## config.mk

```make
export PLATFORM = sky130hd
export DESIGN_NAME = ljs_ctrl
export DESIGN_NICKNAME = d
export VERILOG_FILES = /design/src/ljs_pkg.sv /design/src/ljs_ctrl.sv
export SDC_FILE = /design/constraint.sdc
export NUM_CORES = 1
export LEC_CHECK = 0
export BUFFER_PORTS_ARGS = -buffer_cell sky130_fd_sc_hd__buf_2
export CORE_AREA = 2 2 39 41
export DETAILED_ROUTE_END_ITERATION = 8
export DIE_AREA = 0 0 41 43
export PLACE_DENSITY = 0.51
export SLEW_MARGIN = 0
export SYNTH_ARGS = -nofsm -noshare
export SYNTH_HDL_FRONTEND = slang
export SYNTH_SLANG_ARGS = --single-unit
```

## constraint.sdc

```tcl
create_clock -name aclk -period 1 [get_ports aclk]
set_input_delay 0.15 -clock aclk [delete_from_list [all_inputs] [get_ports aclk]]
set_output_delay 0.15 -clock aclk [all_outputs]
set_load 0.05 [all_outputs]
```

## src/ljs_pkg.sv

```systemverilog
// shared types, constants and codes for the jacobi sweep block
package ljs_pkg;

    // fixed field widths
    localparam int VALUE_W    = 17;
    localparam int WEIGHT_W   = 16;
    localparam int MODE_W     = 2;
    localparam int COORD_W    = 5;
    localparam int STATUS_W   = 2;
    localparam int FRAC_W     = 16;
    localparam int IDX_W      = 9;
    localparam int CFG_ADDR_W = 2;
    localparam int CFG_DATA_W = 17;

    // stream packing
    localparam int S_TDATA_W = 16;
    localparam int M_TDATA_W = 24;
    localparam int M_PAD_W   = M_TDATA_W - VALUE_W - STATUS_W;

    localparam int GRID_COLS_DEF = 32;
    localparam int GRID_ROWS_DEF = 32;

    localparam logic [VALUE_W-1:0] VALUE_MAX  = 17'h10000;
    localparam logic [VALUE_W-1:0] VALUE_ZERO = 17'h00000;
    localparam logic [FRAC_W-1:0]  ROUND_HALF = 16'h8000;

    // register indexes
    localparam logic [CFG_ADDR_W-1:0] CFG_X_WEIGHT = 2'd0;
    localparam logic [CFG_ADDR_W-1:0] CFG_Y_WEIGHT = 2'd1;
    localparam logic [CFG_ADDR_W-1:0] CFG_ORIGIN   = 2'd2;
    localparam logic [CFG_ADDR_W-1:0] CFG_STEP     = 2'd3;

    typedef enum logic [MODE_W-1:0] {
        MODE_SWEEP   = 2'd0,
        MODE_READ    = 2'd1,
        MODE_RESTART = 2'd2
    } mode_t;

    typedef enum logic [STATUS_W-1:0] {
        STS_SWEEP_DONE   = 2'd0,
        STS_READ_OK      = 2'd1,
        STS_RESTART_DONE = 2'd2,
        STS_BAD_INDEX    = 2'd3
    } status_t;

    typedef enum logic [2:0] {
        S_IDLE,
        S_READ,
        S_SWEEP,
        S_DRAIN,
        S_FINISH
    } ctrl_state_t;

    typedef struct packed {
        logic [WEIGHT_W-1:0] x_weight;
        logic [WEIGHT_W-1:0] y_weight;
        logic [VALUE_W-1:0]  origin;
        logic [VALUE_W-1:0]  step;
    } ljs_cfg_t;

    localparam ljs_cfg_t CFG_RESET = '{
        x_weight: 16'd6554,
        y_weight: 16'd26214,
        origin:   17'd0,
        step:     17'd2114
    };

    typedef struct packed {
        logic accept;
        logic sweep_start;
        logic sweep_issue;
        logic sweep_end;
        logic restart;
        logic load_result;
    } ljs_cmd_t;

    typedef struct packed {
        logic issue_last;
        logic pipe_busy;
    } ljs_sts_t;

endpackage

```

## src/ljs_ctrl.sv

```systemverilog
// controller state machine: item handshake, sweep sequencing, result hand-off
module ljs_ctrl (
    input  logic                          aclk,
    input  logic                          aresetn,
    input  logic                          s_tvalid,
    output logic                          s_tready,
    input  logic [ljs_pkg::MODE_W-1:0]    in_mode,
    output logic                          m_tvalid,
    input  logic                          m_tready,
    output ljs_pkg::ljs_cmd_t             cmd,
    input  ljs_pkg::ljs_sts_t             sts
);
    import ljs_pkg::*;

    ctrl_state_t state_reg, state_next;
    logic        m_valid_reg, m_valid_next;

    always_ff @(posedge aclk) begin
        if (!aresetn) begin
            state_reg   <= S_IDLE;
            m_valid_reg <= 1'b0;
        end else begin
            state_reg   <= state_next;
            m_valid_reg <= m_valid_next;
        end
    end

    always_comb begin
        state_next   = state_reg;
        cmd          = '0;
        s_tready     = 1'b0;
        m_valid_next = m_valid_reg & ~m_tready;
        case (state_reg)
            S_IDLE: begin
                s_tready = 1'b1;
                if (s_tvalid) begin
                    cmd.accept = 1'b1;
                    case (in_mode)
                        MODE_SWEEP: begin
                            cmd.sweep_start = 1'b1;
                            state_next      = S_SWEEP;
                        end
                        MODE_READ: begin
                            state_next = S_READ;
                        end
                        MODE_RESTART: begin
                            cmd.restart = 1'b1;
                            state_next  = S_FINISH;
                        end
                        default: begin
                            state_next = S_FINISH;
                        end
                    endcase
                end
            end
            S_READ: begin
                // cell address goes to the memory this cycle
                state_next = S_FINISH;
            end
            S_SWEEP: begin
                cmd.sweep_issue = 1'b1;
                if (sts.issue_last) begin
                    state_next = S_DRAIN;
                end
            end
            S_DRAIN: begin
                if (!sts.pipe_busy) begin
                    cmd.sweep_end = 1'b1;
                    state_next    = S_FINISH;
                end
            end
            S_FINISH: begin
                if (!m_valid_reg || m_tready) begin
                    cmd.load_result = 1'b1;
                    m_valid_next    = 1'b1;
                    state_next      = S_IDLE;
                end
            end
            default: begin
                state_next = S_IDLE;
            end
        endcase
    end

    assign m_tvalid = m_valid_reg;

`ifndef SYNTHESIS
    a_result_loaded: assert property (@(posedge aclk) disable iff (!aresetn)
        (state_reg == S_FINISH && (!m_valid_reg || m_tready))
            |=> (m_valid_reg && state_reg == S_IDLE))
        else $error("result not loaded when output register was free");

    a_valid_from_finish: assert property (@(posedge aclk) disable iff (!aresetn)
        $rose(m_valid_reg) |-> $past(state_reg == S_FINISH))
        else $error("result appeared outside finish");

    a_drain_exit: assert property (@(posedge aclk) disable iff (!aresetn)
        (state_reg == S_DRAIN && !sts.pipe_busy) |=> state_reg == S_FINISH)
        else $error("sweep did not finish after pipeline drained");

    a_issue_last_to_drain: assert property (@(posedge aclk) disable iff (!aresetn)
        (state_reg == S_SWEEP && sts.issue_last) |=> state_reg == S_DRAIN)
        else $error("sweep did not stop after the last cell");
`endif

endmodule

```

* Yosys cells after proc, flatten, opt, wreduce, memory -nomap -nowiden
Index checks and enable logic that the tools add are counted.
** Word-level totals
- Register bits :: 4
- Input bits :: 8
- Word-level logic and storage cells :: 39
** Cells by class
- Equal/unequal tests :: 10
- Multiplexer cells :: 20
- Bitwise gates (word level) :: 2
- Reduce and logical (&&, ||, !) cells :: 5
** Operators with widths (number)
- 3-bit case mux with 5 select lines :: 1
- 1-bit 2-to-1 mux :: 12
- 3-bit 2-to-1 mux :: 4
- 2-bit inequality test, second input constant :: 4
- 3-bit by 2-bit equality test with 1-bit output, second input constant :: 2
- 3-bit case mux with 2 select lines :: 1
- 2-bit 2-to-1 mux :: 2
- 4-bit AND reduction :: 1
- 3-bit by 1-bit equality test with 1-bit output, second input constant :: 1
- 3-bit equality test, second input constant :: 1
- 3-bit zero test :: 1
- 2-bit by 1-bit equality test with 1-bit output, second input constant :: 1
- 2-bit equality test, second input constant :: 1
- 2-bit zero test :: 1
- 1-bit AND :: 1
- 1-bit zero test :: 1
- 1-bit logical OR :: 1
- 1-bit NOT :: 1

* Depth between registers and ports, before layout
- Depth after elaboration :: 4
- Depth in mapped cells :: 3
- Gate-level depth less buffers :: 3

* Least setup slack after synthesis
No wires, ideal clock.
- Path kind :: register -> output
- Start point :: register state_reg[2]
- End point :: output port cmd[1] (netlist name)
- Arrival :: 2931 ps
- Required time :: 850 ps
- Path slack :: -2081 ps
- Stages on the path, launching flop included :: 4
- Path through :: dfxtp_1 -> nor3_1 -> nand2_1 -> nor3b_1
** RTL lines
- from (decl) :: RTL line ljs_ctrl.sv:15 : ctrl_state_t state_reg, state_next;
- from (signal assigned) :: RTL line ljs_ctrl.sv:23 : state_reg <= state_next;
- to (decl) :: RTL line ljs_ctrl.sv:10 : output ljs_pkg::ljs_cmd_t cmd,

==> summary.txt <==
Power and ir drop
  – Peak VDD IR: 0.637 mV
  – Share of power burned in registers: 0.229
  – Net Sw Power: 0.284 mW
  – P_leak: 0.310 nW
  – Sw frac: 0.365
  – P_int: 0.494 mW
  – Power Dens Cells: 1080 mW/mm²
  – Combinational fraction of design power: 0.469
  – Total power: 0.778 mW
  – Fraction of power consumed by the clock network: 0.302

Logic synthesis
  – Post-synth net total: 38
  – Ys Warns: 0
  – Syn Area/Cell: 8.42 µm²
  – Sequential element share of the synthesized area: 0.317
  – Library cells used by synthesis: 18
  – Syn Inst Count: 30
  – Netlist Area Pre-Place: 253 µm²
  – #FFs+latches synth: 4

Final layout
  – Reg area: 92.6 µm²
  – Commonest non-fill, non-tap cell in the layout: buf_4
  – Ant. Diodes: 0
  – Area occupied by multi-input gates: 287 µm²
  – Layout cells sized above 1: 0.803
  – Design Area, Final: 719 µm²
  – Final Net Count: 75
  – FILL cells: 135
  – Area Overhead vs Synth: 185%
  – Commonest cells after routing, fill and taps aside: buf_4 (11), buf_6 (9), buf_2 (8)
  – Max reg flops: 3

Route
  – Final WL: 1.04 mm
  – Residual DRC count: 0
  – Via count: 371
  – Via density: 4.52
  – ANT nets after route: 0
  – DRT iter0 DRCs: 1
  – WL/cell: 12.7 µm
  – DR pass1 iterations: 2

Global routing
  – Largest net degree at the start of global routing: 6
  – Remaining Overflow, GRT: 0
  – First-pass GRT wire length: 1.66 mm
  – Initial antenna violation count: 0
  – Total global-route track usage: 0.145
  – Vias in the first global route: 396

Floorplanning
  – Core area: 0.00138 mm²
  – Initial Util: 0.183
  – Full die area: 0.00176 mm²
  – Die Ht: 43 µm
  – I/O pin total: 16
  – Row count: 14
  – Die Wd: 41 µm

Timing
  – Setup TNS Final: -3.13 ns
  – Fin crit share: 1.48
  – Max_slew headroom: 0.715
  – RSZ-0062 raised after global routing: yes
  – Fin crit period: 1.48 ns
  – Final hold violations: 0
  – Actual slew at the worst max-slew pin: 0.422 ns
  – Achievable clock frequency: 675 MHz
  – Worst setup slack after layout: -0.483 ns
  – Pins Over Slew Limit: 0
  – Worst Skew: 0.00660 ns
  – Worst Hold Slack: 0.243 ns
  – # setup viols final: 10

CTS
  – Worst-Skew Late Latency: 0.24 ns
  – Clock Sinks: 4
  – CTS tree: yes
  – Clk root buf: clkbuf_4
  – # H-tree levels: 1
  – CTS Buffer Depth: 2
  – CTS Buf Count: 3
  – Clk slew on worst S/H paths: 0.05 ns

Worst setup path
  – R2R Path End: state_reg[0]
  – Setup crit end kind: output port
  – Cells on worst reg2reg path: 4
  – Worst path required time: 0.85 ns
  – Cell Chain, Critical Path: nor3_4, nand2_4, nor3b_4, buf_6
  – Crit path launch type: flip-flop
  – Reg2Reg Launch Point: state_reg[2]
  – Slowest-stage cell, CP: dfxtp_4
  – CP max stage delay: 0.35 ns
  – Critical path data arrival time: 1.33 ns
  – Reg2Reg Setup Slack: -0.25 ns
  – Crit Path Category: flip-flop to output port
  – Crit Path Max Fanout: 3

Place
  – I/O Buffers: 15
  – Dpl hpwl: 635 µm
  – Dpl cell area: 482 µm²
  – Routability congestion estimate: 0.637

Min path
  – Worst Hold Class: input pin to flip-flop
  – Hold depth: 3
  – Hold worst-path end: state_reg[1]
  – Hold Startpoint: aresetn

Run
  – Max-cap viol count: 0

Outcome
  – Status: finished, violations left
  – Failing checks: setup timing
kinds of logic (layout without fill, tap and decap cells):
group	count (synthesis)	count (layout)	share of synthesized area
AND/OR/NAND/NOR	17	17	0.416
AO/OA/AOI/OAI	7	7	0.238
flip-flops	4	4	0.317
buffers and inverters	2	38	0.0297
synthesized netlist by cell type:
library cell / number / area [µm²]
o31ai_1: 1 / 7.51
a2111oi_2: 1 / 15.0
nand2b_2: 1 / 8.76
nor4_1: 1 / 6.26
nor3_1: 2 / 10.0
o21a_1: 2 / 15.0
nor2_1: 2 / 7.51
nand2b_1: 2 / 12.5
nor2b_1: 4 / 25.0
a31o_1: 1 / 8.76
a21oi_1: 1 / 5.00
nand4b_1: 1 / 8.76
dfxtp_1: 4 / 80.1
nor3b_1: 2 / 15.0
nand2_1: 1 / 3.75
or4_1: 1 / 7.51
inv_1: 2 / 7.51
o311ai_0: 1 / 8.76
repair_timing:
| action | CTS | global route |
|---|---|---|
| gates resized for setup | 27 | 14 |
| endpoints found under the hold margin | 0 | 0 |
| buffers inserted | 4 | 4 |
| hold buffers | 0 | 0 |
| pin swaps | 5 | 5 |
| endpoints found under the setup margin | 10 | 10 |
worst max-delay path by stage:
stage	from	end	slack, ns	cells past startpoint
2_1_floorplan	state_reg[0]	cmd[1]	-0.71	3
3_3_place_gp	state_reg[0]	cmd[1]	-0.28	4
3_5_place_dp	state_reg[0]	cmd[1]	-0.31	4
4_1_cts	state_reg[1]	cmd[1]	-0.48	4
5_1_grt	state_reg[1]	cmd[1]	-0.53	4
6_report	state_reg[2]	cmd[1]	-0.48	4
critical path: cells and delay by family (launching register included):
| kind | cells | cell delay, ns |
|---|---|---|
| AND/OR/NAND/NOR | 3 | 0.56 |
| buffers and inverters | 1 | 0.18 |
| flip-flops | 1 | 0.35 |
power groups by stage:
stage / sequential (mW) / clock (mW) / combinational, mW
floorplan: 0.195 / 0 / 0.133
global placement: 0.183 / 0 / 0.229
detailed placement: 0.183 / 0 / 0.229
CTS: 0.179 / 0.238 / 0.310
global route: 0.180 / 0.264 / 0.383
finish: 0.178 / 0.235 / 0.365
per-layer routing:
metal  global-route usage  wire (µm)  part of all wire
met1                0.152        431              0.41
met2                0.234        550              0.53
met3               0.0681         59             0.057
met4               0.0600          0                 0
met5                    0          0                 0
layout make-up:
type | count | area share
Tap cell | 16 | 0.0278
Clock buffer | 4 | 0.0365
Multi-Input combinational cell | 24 | 0.398
Inverter | 2 | 0.0139
Timing Repair Buffer | 32 | 0.395
Sequential cell | 4 | 0.129
per-stage QoR:
| step | instances | setup WS (ns) | util |
|---|---|---|---|
| floorplan | 30 | -0.714 | - |
| global placement | 71 | -0.283 | 0.348 |
| detailed placement | 71 | -0.309 | 0.348 |
| CTS | 79 | -0.483 | 0.462 |
| global route | 82 | -0.531 | 0.520 |
| finish | 82 | -0.483 | 0.520 |
Note: power is estimated with default switching activity, not from simulation.
